### config.mk
export PLATFORM = sky130hd
export DESIGN_NAME = lru_key_value_cache_unit
export DESIGN_NICKNAME = d
export VERILOG_FILES = /design/src/rtl/lkvc_pkg.sv /design/src/rtl/lru_key_value_cache_unit.sv
export SDC_FILE = /design/constraint.sdc
export NUM_CORES = 2
export LEC_CHECK = 0
export BUFFER_PORTS_ARGS = -buffer_cell sky130_fd_sc_hd__buf_2
export CORE_MARGIN = 1
export CORE_UTILIZATION = 35
export CTS_CLUSTER_DIAMETER = 30
export DETAILED_ROUTE_END_ITERATION = 10
export PLACE_DENSITY = 0.57
export SYNTH_ARGS = -nofsm -noshare
export SYNTH_HDL_FRONTEND = slang
export SYNTH_SLANG_ARGS = --single-unit
### constraint.sdc
create_clock -name aclk -period 11.2 [get_ports aclk]
set_input_delay 2.24 -clock aclk [delete_from_list [all_inputs] [get_ports aclk]]
set_output_delay 2.24 -clock aclk [all_outputs]
set_load 0.02 [all_outputs]
### src/rtl/lkvc_pkg.sv
// Shared constants and types for the LRU key-value cache.
`timescale 1ns / 1ps
`default_nettype none

package lkvc_pkg;

    localparam int ENTRIES = 16;
    localparam int IDX_W   = (ENTRIES > 1) ? $clog2(ENTRIES) : 1;
    localparam int RANK_W  = IDX_W;
    localparam int OCC_W   = $clog2(ENTRIES + 1);
    localparam int KEY_W   = 32;
    localparam int VAL_W   = 32;
    localparam int CAP_W   = 5;

    localparam logic [CAP_W-1:0] CAP_RESET = CAP_W'(16);
    localparam logic [VAL_W-1:0] MISS_DATA = '1;
    localparam logic [VAL_W-1:0] PUT_DATA  = '0;

    typedef enum logic {
        OP_GET = 1'b0,
        OP_PUT = 1'b1
    } op_t;

endpackage

`default_nettype wire

### src/rtl/lru_key_value_cache_unit.sv
// Fully associative key-value cache with least-recently-used replacement.
//
// Input stream s_*: tdata carries key (bits 31:0) and value (63:32), tuser the
// operation (0 get, 1 put). Result stream m_*: tdata carries data, tuser the hit
// flag. Every input transaction yields exactly one result transaction.
// Capacity is to be written on the cfg_* channel (always ready) while the block
// idles, unenforced by the block; zero acts as 1, values above the entry count saturate.
//
// In the accept state the key is compared against all entry keys in parallel
// and the value memory is read; the update state that follows writes the
// value memory, updates recency ranks and loads the result register. s_tready
// is high only in the accept state, so one item is in flight at a time; a
// result waiting in the output register does not block the next accept. If the
// result register is still full at the update cycle, the update holds there
// until m_tready frees it.
// Reset empties the store (all entries invalid, ranks zero), sets capacity to
// 16 and drops any pending result. No clearing pass is needed.
`timescale 1ns / 1ps
`default_nettype none

module lru_key_value_cache_unit (
    input  wire                         aclk,
    input  wire                         aresetn,
    input  wire                         cfg_valid,
    output logic                        cfg_ready,
    input  wire [lkvc_pkg::CAP_W-1:0]   cfg_data,
    input  wire                         s_tvalid,
    output logic                        s_tready,
    // key [31:0], value [63:32]
    input  wire [lkvc_pkg::KEY_W+lkvc_pkg::VAL_W-1:0] s_tdata,
    // op [0]
    input  wire                         s_tuser,
    output logic                        m_tvalid,
    input  wire                         m_tready,
    // data [31:0]
    output logic [lkvc_pkg::VAL_W-1:0]  m_tdata,
    // hit [0]
    output logic                        m_tuser
);
    import lkvc_pkg::*;

    typedef enum logic {
        S_IDLE,
        S_UPD
    } state_t;

    state_t                 state_reg;
    logic [CAP_W-1:0]       cap_reg;
    logic [KEY_W-1:0]       key_reg [ENTRIES];
    logic [ENTRIES-1:0]     valid_reg, valid_next;
    logic [RANK_W-1:0]      rank_reg [ENTRIES];
    logic [RANK_W-1:0]      rank_next [ENTRIES];
    logic [OCC_W-1:0]       occ_reg, occ_next;
    logic [VAL_W-1:0]       val_mem [ENTRIES];
    logic [VAL_W-1:0]       rd_data_reg;

    op_t                    op_reg;
    logic [KEY_W-1:0]       in_key_reg;
    logic [VAL_W-1:0]       in_val_reg;
    logic                   hit_reg;
    logic [IDX_W-1:0]       idx_reg;

    logic                   m_tvalid_reg;
    logic [VAL_W-1:0]       m_tdata_reg;
    logic                   m_tuser_reg;

    logic [KEY_W-1:0]       s_key;
    logic [VAL_W-1:0]       s_val;
    logic [ENTRIES-1:0]     match;
    logic [IDX_W-1:0]       found_idx;
    logic                   accept;
    logic                   out_free;
    logic                   done;

    logic [OCC_W-1:0]       lim;
    logic                   evict_need;
    logic [ENTRIES-1:0]     victim_mask;
    logic [ENTRIES-1:0]     valid_after;
    logic [IDX_W-1:0]       slot_idx;
    logic [RANK_W-1:0]      hit_rank;
    logic                   mem_we;
    logic [IDX_W-1:0]       mem_waddr;

    assign s_key     = s_tdata[KEY_W-1:0];
    assign s_val     = s_tdata[KEY_W+VAL_W-1:KEY_W];
    assign cfg_ready = 1'b1;
    assign s_tready  = (state_reg == S_IDLE);
    assign accept    = s_tvalid && s_tready;
    assign out_free  = !m_tvalid_reg || m_tready;
    assign done      = (state_reg == S_UPD) && out_free;

    assign m_tvalid  = m_tvalid_reg;
    assign m_tdata   = m_tdata_reg;
    assign m_tuser   = m_tuser_reg;

    // parallel key match
    always_comb begin
        found_idx = '0;
        for (int i = 0; i < ENTRIES; i++) begin
            match[i] = valid_reg[i] && (key_reg[i] == s_key);
            if (match[i]) begin
                found_idx = IDX_W'(i);
            end
        end
    end

    always_comb begin
        if (cap_reg == '0) begin
            lim = OCC_W'(1);
        end else if (32'(cap_reg) > ENTRIES) begin
            lim = OCC_W'(ENTRIES);
        end else begin
            lim = OCC_W'(cap_reg);
        end
    end

    // victim has the largest rank among valid entries: occupancy - 1
    always_comb begin
        evict_need = (occ_reg >= lim) && (occ_reg != '0);
        for (int i = 0; i < ENTRIES; i++) begin
            victim_mask[i] = evict_need && valid_reg[i]
                             && (rank_reg[i] == RANK_W'(occ_reg - OCC_W'(1)));
        end
        valid_after = valid_reg & ~victim_mask;
        slot_idx = '0;
        for (int i = ENTRIES - 1; i >= 0; i--) begin
            if (!valid_after[i]) begin
                slot_idx = IDX_W'(i);
            end
        end
    end

    assign hit_rank = rank_reg[idx_reg];

    always_comb begin
        valid_next = valid_reg;
        occ_next   = occ_reg;
        mem_we     = 1'b0;
        mem_waddr  = idx_reg;
        for (int i = 0; i < ENTRIES; i++) begin
            rank_next[i] = rank_reg[i];
        end
        if (done) begin
            if (hit_reg) begin
                for (int i = 0; i < ENTRIES; i++) begin
                    if (valid_reg[i] && (IDX_W'(i) != idx_reg) && (rank_reg[i] < hit_rank)) begin
                        rank_next[i] = rank_reg[i] + RANK_W'(1);
                    end
                end
                rank_next[idx_reg] = '0;
                mem_we = (op_reg == OP_PUT);
            end else if (op_reg == OP_PUT) begin
                for (int i = 0; i < ENTRIES; i++) begin
                    if (valid_after[i]) begin
                        rank_next[i] = rank_reg[i] + RANK_W'(1);
                    end
                end
                rank_next[slot_idx]  = '0;
                valid_next           = valid_after;
                valid_next[slot_idx] = 1'b1;
                occ_next             = evict_need ? occ_reg : occ_reg + OCC_W'(1);
                mem_we               = 1'b1;
                mem_waddr            = slot_idx;
            end
        end
    end

    // value memory: one write port, one registered read port
    always_ff @(posedge aclk) begin
        if (mem_we) begin
            val_mem[mem_waddr] <= in_val_reg;
        end
        if (accept) begin
            rd_data_reg <= val_mem[found_idx];
        end
    end

    // entry keys: written at insertion, compared at fixed places
    always_ff @(posedge aclk) begin
        if (done && !hit_reg && (op_reg == OP_PUT)) begin
            key_reg[slot_idx] <= in_key_reg;
        end
    end

    always_ff @(posedge aclk) begin
        if (!aresetn) begin
            valid_reg <= '0;
            occ_reg   <= '0;
            for (int i = 0; i < ENTRIES; i++) begin
                rank_reg[i] <= '0;
            end
        end else begin
            valid_reg <= valid_next;
            occ_reg   <= occ_next;
            for (int i = 0; i < ENTRIES; i++) begin
                rank_reg[i] <= rank_next[i];
            end
        end
    end

    always_ff @(posedge aclk) begin
        if (!aresetn) begin
            cap_reg <= CAP_RESET;
        end else if (cfg_valid && cfg_ready) begin
            cap_reg <= cfg_data;
        end
    end

    // control state and result register
    always_ff @(posedge aclk) begin
        if (!aresetn) begin
            state_reg    <= S_IDLE;
            m_tvalid_reg <= 1'b0;
        end else begin
            case (state_reg)
                S_IDLE: begin
                    if (accept) begin
                        state_reg <= S_UPD;
                    end
                    if (m_tready) begin
                        m_tvalid_reg <= 1'b0;
                    end
                end
                S_UPD: begin
                    if (out_free) begin
                        state_reg    <= S_IDLE;
                        m_tvalid_reg <= 1'b1;
                    end
                end
                default: begin
                    state_reg <= S_IDLE;
                end
            endcase
        end
        if (accept) begin
            op_reg     <= op_t'(s_tuser);
            in_key_reg <= s_key;
            in_val_reg <= s_val;
            hit_reg    <= |match;
            idx_reg    <= found_idx;
        end
        if (done) begin
            m_tuser_reg <= hit_reg;
            if (op_reg == OP_PUT) begin
                m_tdata_reg <= PUT_DATA;
            end else if (hit_reg) begin
                m_tdata_reg <= rd_data_reg;
            end else begin
                m_tdata_reg <= MISS_DATA;
            end
        end
    end

    a_occ_count: assert property (@(posedge aclk) disable iff (!aresetn)
        32'(occ_reg) == $countones(valid_reg))
        else $error("occupancy disagrees with valid entries");

    a_hit_valid: assert property (@(posedge aclk) disable iff (!aresetn)
        (state_reg == S_UPD) && hit_reg |-> valid_reg[idx_reg])
        else $error("hit points at an invalid entry");

    a_occ_max: assert property (@(posedge aclk) disable iff (!aresetn)
        32'(occ_reg) <= ENTRIES)
        else $error("occupancy above entry count");

    a_done_result: assert property (@(posedge aclk) disable iff (!aresetn)
        done |=> m_tvalid_reg && (state_reg == S_IDLE))
        else $error("update did not load the result register");

endmodule

`default_nettype wire

# ---- Word level (Yosys, flattened, before mapping)
# Memory sizes are Yosys's and may differ from the RTL's. A register that Yosys moved wholly into a read port is not among the register bits.
# Index checks and enable logic that the tools add are counted.
dict set report totals {
  latchBits 0
  output_inout_bits 36
  mem_bits_ro 0
  wordCells 422
  memories 3
  mem_bits_rw 1088
  regBits 131
  input_bits 75
}
dict set report op_classes {
  multipliers 0
  reduce_logical 98
  n_div 0
  n_bitwise 28
  add_sub_neg 18
  n_eq_ne 49
  n_shift 0
  order_cmp 24
  mux 190
}
# name words width read_ports rd_ports_with_merged_regs write_ports line
set memory_table {}
lappend memory_table {key_reg 16 32 16 0 1 lru_key_value_cache_unit.sv:49} ;# logic [KEY_W-1:0] key_reg [ENTRIES];
lappend memory_table {val_mem 16 32 1 1 1 lru_key_value_cache_unit.sv:54} ;# logic [VAL_W-1:0] val_mem [ENTRIES];
lappend memory_table {rank_reg 16 4 17 1 16 lru_key_value_cache_unit.sv:51} ;# logic [RANK_W-1:0] rank_reg [ENTRIES];
# operator count
set op_table {}
lappend op_table {{$mux 4} 160}
lappend op_table {{$eq 32x32->1} 16}
lappend op_table {{$mux 64} 3}
lappend op_table {{$and 64x64->64} 2}
lappend op_table {{$not 64->64} 2}
lappend op_table {{$logic_and 1x1->1} 88}
lappend op_table {{$add 4x1->4 const B} 16}
lappend op_table {{$eq 4x4->1} 16}
lappend op_table {{$lt 4x4->1} 16}
lappend op_table {{$demux 4 s4} 2}
lappend op_table {{$mux 32} 1}
lappend op_table {{$ne 4x4->1 const A} 8}
lappend op_table {{$and 16x16->16} 1}
lappend op_table {{$ne 3x4->1 const A} 4}
lappend op_table {{$not 16->16} 1}
lappend op_table {{$or 1x1->1} 16}
lappend op_table {{$or 16x16->16} 1}
lappend op_table {{$reduce_or 16->1} 1}
lappend op_table {{$mux 1} 15}
lappend op_table {{$ge 5x5->1 const B} 2}
lappend op_table {{$lt 5x1->1 const B} 2}
lappend op_table {{$mux 5} 2}
lappend op_table {{$not 4->5} 2}
lappend op_table {{$ne 2x4->1 const A} 2}
lappend op_table {{other kinds (21)} 28}

# ---- Depth between registers and ports, before layout
dict set report logic_depth {
  ltp_word 36
  ltp_mapped 18
  mapped_depth_nobuf 15
}

# ---- Worst setup path after synthesis
# OpenSTA, ideal clock, no wires.
dict set report synth_timing {
  kind {input port to flip-flop}
  start {input m_tready}
  end {memory val_mem[5][0] (enable)}
  setup_time_ns 0.421
  cell_stages 9
  path_buffers 1
  required_time_ns 10.779
  path_slack_ns 2.678
  t_arrival_ns 8.101
  path_cell_list {nand2b_1 and2_1 clkbuf_1 o21a_1 nand2_1 nor3_1 a211oi_1 nand2b_1 nor2_1}
}
dict set report synth_between {
  elab_chain_cells 5
  elab_cells_between_ends 6
  cone_classes {mux (4); reduce/logical (2)}
}
# item line
set synth_rtl {}
lappend synth_rtl {{start, declared} lru_key_value_cache_unit.sv:34} ;# input wire m_tready,
lappend synth_rtl {{$logic_or 1x1->1 *} lru_key_value_cache_unit.sv:89} ;# assign out_free = !m_tvalid_reg || m_tready;
lappend synth_rtl {{$logic_and 1x1->1 *} lru_key_value_cache_unit.sv:90} ;# assign done = (state_reg == S_UPD) && out_free;
lappend synth_rtl {{named net done} lru_key_value_cache_unit.sv:73} ;# logic done;
lappend synth_rtl {{$mux 1} lru_key_value_cache_unit.sv:143} ;# if (done) begin
lappend synth_rtl {{$mux 1} lru_key_value_cache_unit.sv:170} ;# if (mem_we) begin
lappend synth_rtl {{$mux 1 (not written as such)} lru_key_value_cache_unit.sv:171} ;# val_mem[mem_waddr] <= in_val_reg;
lappend synth_rtl {{end, declared} lru_key_value_cache_unit.sv:54}
# Mark *: on every way through the listed nets, which the timed path passes. The rest lies on a longest branch.

# ---- Worst setup path after layout
dict set report layout_timing {
  start {input s_tdata[11] (netlist name)}
  end {register rd_data_reg[29], read port of val_mem (data pin)}
}
dict set report layout_between {
  elab_chain_cells 17
  elab_cells_between_ends 45
  cone_classes {eq/ne (15); mux (15); reduce/logical (15)}
}
# item line
set layout_rtl {}
lappend layout_rtl {{start, declared} lru_key_value_cache_unit.sv:30} ;# input wire [lkvc_pkg::KEY_W+lkvc_pkg::VAL_W-1:0] s_tdata,
lappend layout_rtl {{$eq 32x32->1} lru_key_value_cache_unit.sv:100} ;# match[i] = valid_reg[i] && (key_reg[i] == s_key);
lappend layout_rtl {{$logic_and 1x1->1} lru_key_value_cache_unit.sv:100}
lappend layout_rtl {{$mux 1} lru_key_value_cache_unit.sv:101} ;# if (match[i]) begin
lappend layout_rtl {{$mux 2 (2 in a row)} lru_key_value_cache_unit.sv:101}
lappend layout_rtl {{$mux 3 (2 in a row)} lru_key_value_cache_unit.sv:101}
lappend layout_rtl {{$mux 4 (9 in a row)} lru_key_value_cache_unit.sv:101}
lappend layout_rtl {{$mux 4 *} lru_key_value_cache_unit.sv:101}
lappend layout_rtl {{end, declared} lru_key_value_cache_unit.sv:55} ;# logic [VAL_W-1:0] rd_data_reg;
# Mark *: on every way between the ends. The rest lies on a longest branch, timed or not.
# A chain may end at the register's enable or synchronous reset.

==> impl_metrics.env <==
export IMPL_outcome="finished, final reports clean"
export IMPL_core_area_mm2=0.1606
export IMPL_hold_violations=0
export IMPL_multi_input_area_mm2=0.01865
export IMPL_drtIter0Drc=4229
export IMPL_start_kind="input port"
export IMPL_tightestPinTransition_ns=1.403
export IMPL_critical_path_class="input port to register"
export IMPL_clock_sinks=1255
export IMPL_grt_pass1_vias=36980
export IMPL_finClkSkew_ns=0.09155
export IMPL_post_drt_wl_per_cell_um=27.38
export IMPL_cts_buffers=314
export IMPL_yosys_warnings=0
export IMPL_clock_tree_root_cell="clkbuf_16"
export IMPL_final_common_cell="edfxtp_1"
export IMPL_synth_nets=4156
export IMPL_io_buffers=109
export IMPL_die_x_um=404.2
export IMPL_fmax_ghz=0.1467
export IMPL_async_reset_ff_share_pct=0
export IMPL_post_cts_repair_setup_buffers=0
export IMPL_crit_chain="buf_2 > xor2_1 > nor4_1 > nand4_1 > nor4_1 > a21boi_1 > a211oi_1 > or2_4 > buf_4 > mux2i_1 > a221oi_1 > o41a_1 > or3_1"
export IMPL_rsz0062_at_grt="false"
export IMPL_setup_tns_ns=0
export IMPL_reg2reg_from="occ_reg[0]$_SDFFE_PN0P_"
export IMPL_ios=111
export IMPL_grt_max_degree=178
export IMPL_ant_nets=0
export IMPL_grt_pass1_wl_um=261600
export IMPL_synth_edf_count=1159
export IMPL_critPathCaptureType="register"
export IMPL_hp_start="cap_reg[0]$_SDFFE_PN0P_"
export IMPL_vdd_drop_max_v=0.0002032
export IMPL_period_needed_ns=6.815
export IMPL_rows=147
export IMPL_ys_types=94
export IMPL_synth_area_mm2=0.05662
export IMPL_clkTransAtPathRegs_ns=0.04
export IMPL_routed_wl_um=183500
export IMPL_layout_setup_ws_ns=4.385
export IMPL_area_sequential_mm2=0.03673
export IMPL_ctsHoldBuffers=0
export IMPL_start_util_pct=35.26
export IMPL_overflow=0
export IMPL_drive_above_1_share_pct=18.19
export IMPL_final_nets=4454
export IMPL_cpMaxStageDelayCell="buf_4"
export IMPL_cts_buffer_depth=4
export IMPL_r2r_end="val_mem[1][18]$_DFFE_PP_"
export IMPL_dieArea_mm2=0.1634
export IMPL_layout_common_cells="1,159 x edfxtp_1, 400 x xor2_1, 319 x clkbuf_16, 170 x xnor2_1, 169 x nor4_1"
export IMPL_gp_congestion=0.9007
export IMPL_gr_usage_all_layers_pct=22.20
export IMPL_p_leak_nw=23.91
export IMPL_finalSetupViolations=0
export IMPL_insertion_delay_ns=0.91
export IMPL_areaGrowthSynthToFinish_pct=23.03
export IMPL_power_density_mw_per_mm2=207.2
export IMPL_period_share_pct=60.85
export IMPL_final_core_util_pct=43.38
export IMPL_syn_avg_cell_area_um2=14.12
export IMPL_worst_r2r_setup_slack_ns=4.43
export IMPL_antenna_found_initial=7
export IMPL_drtPass1Iterations=6
export IMPL_nFillCells=14260
export IMPL_crit_family="simple AND/OR/NAND/NOR gates"
export IMPL_die_y_um=404.2
export IMPL_slowest_delay_ns=0.88
export IMPL_via_per_inst=5.626
export IMPL_route_detailed_drc=0
export IMPL_htreeDepth=5
export IMPL_max_cap_violations=0
export IMPL_pre_cts_ws_ns=3.530
export IMPL_timing_slew_headroom_pct=6.450
export IMPL_hold_depth=2
export IMPL_cts_tree="done"
export IMPL_cts_resized=0
export IMPL_hold_class="register to register"
export IMPL_place_hpwl_um=105200
export IMPL_ff2ff_path_depth=15
export IMPL_path_buf_inv=2
export IMPL_slew_viol_final=0
export IMPL_vias=37710
export IMPL_synthCells=4009
export IMPL_cp_data_required_time_ns=11.84
export IMPL_finalPower_mw=14.43
export IMPL_ys_ff_latch=1255
export IMPL_cpMostUsedCell="nor4_1"
export IMPL_crit_fanout=54
export IMPL_yosysSeqAreaShare_pct=64.86
export IMPL_min_to="cap_reg[0]$_SDFFE_PN0P_"
export IMPL_cp_data_arrival_time_ns=7.45
export IMPL_ys_flop_type="edfxtp_1"
==> cells by family after synthesis <==
kind of cell | synth area share (%)
flip-flops | 64.86
AND/OR/NAND/NOR | 8.837
AO/OA/AOI/OAI | 7.770
XOR/XNOR | 9.716
buffers and inverters | 2.647
multiplexers | 4.570
adder cells (fa/ha/maj) | 1.591
other | 0.006623
==> cell type report <==
| type | instances | area share [%] |
|---|---|---|
| antenna | 2 | 0.007184 |
| inverter | 72 | 0.3951 |
| clock buffer | 361 | 11.76 |
| multi-input combinational | 2471 | 26.77 |
| timing repair buffer | 193 | 1.706 |
| sequential | 1255 | 52.72 |
| clock inverter | 188 | 2.762 |
| tap | 2160 | 3.880 |
==> per-layer routing <==
metal / global-route usage, % / vias to the layer above / wire [µm]
met4: 9.184 / 0 / 7223
li1: - / 16200 / -
met2: 34.35 / 1982 / 83330
met1: 30.11 / 19070 / 76880
met5: 0 / - / 0
met3: 4.837 / 457 / 16100
==> cell usage after synthesis, types with 70 or more instances <==
cell      count  share of area, %
mux2i_1     113               2.0
o21ai_0     148               1.3
ha_1         72               1.6
xnor2_1     170               2.6
dfxtp_1      96               3.4
mux2_2       84               1.7
nor3_1       86              0.76
nor2_1      175               1.2
nor4_1      169               1.9
a21oi_1     162               1.4
nand4_1      86              0.95
xor2_1      400               6.2
nand2_1     141              0.93
inv_1        70              0.46
edfxtp_1   1159                61
clkbuf_1     96              0.64
==> worst max-delay path by stage <==
stage | from | cells past startpoint | slack (ns) | endpoint
final | s_tdata[11] | 13 | 4.38 | rd_data_reg[29]$_DFFE_PP_
after global routing | occ_reg[0]$_SDFFE_PN0P_ | 15 | 4.19 | val_mem[1][29]$_DFFE_PP_
after detailed placement | s_tdata[16] | 13 | 3.53 | rd_data_reg[10]$_DFFE_PP_
after floorplan | m_tready | 9 | 2.68 | val_mem[5][0]$_DFFE_PP_
after global placement | s_tdata[0] | 14 | 3.62 | rd_data_reg[29]$_DFFE_PP_
after CTS | s_tdata[16] | 13 | 4.45 | rd_data_reg[10]$_DFFE_PP_
==> metrics by stage <==
step / hold slack [ns] / area (µm²) / cells
5_1_grt: 0.5060 / 69660 / 6700
2_1_floorplan: 0.4611 / 56620 / 4009
4_1_cts: 0.4917 / 69660 / 6700
6_report: 0.4987 / 69660 / 6702
3_3_place_gp: 0.4839 / 59540 / 6151
3_5_place_dp: 0.4889 / 59540 / 6151
==> power breakdown <==
part	switching, mW	internal [mW]	leakage [nW]
clock network	2.67	5.97	4.87
registers	0.109	5.20	11.3
logic	0.348	0.130	7.76
==> worst reg2reg max path: stages (launching register included) <==
cell	delay, ns
dfxtp_1	0.30
buf_4	0.38
inv_1	0.16
ha_1	0.51
xnor2_4	0.66
xor2_1	0.20
nand4_1	0.31
o31ai_2	0.74
o21bai_1	0.18
o21ai_1	0.24
nand3_1	0.26
a2111oi_0	0.56
a211oi_1	0.19
nand2b_1	0.41
nor2_4	0.77
buf_4	0.56
Note: power is estimated with default switching activity, not from simulation.
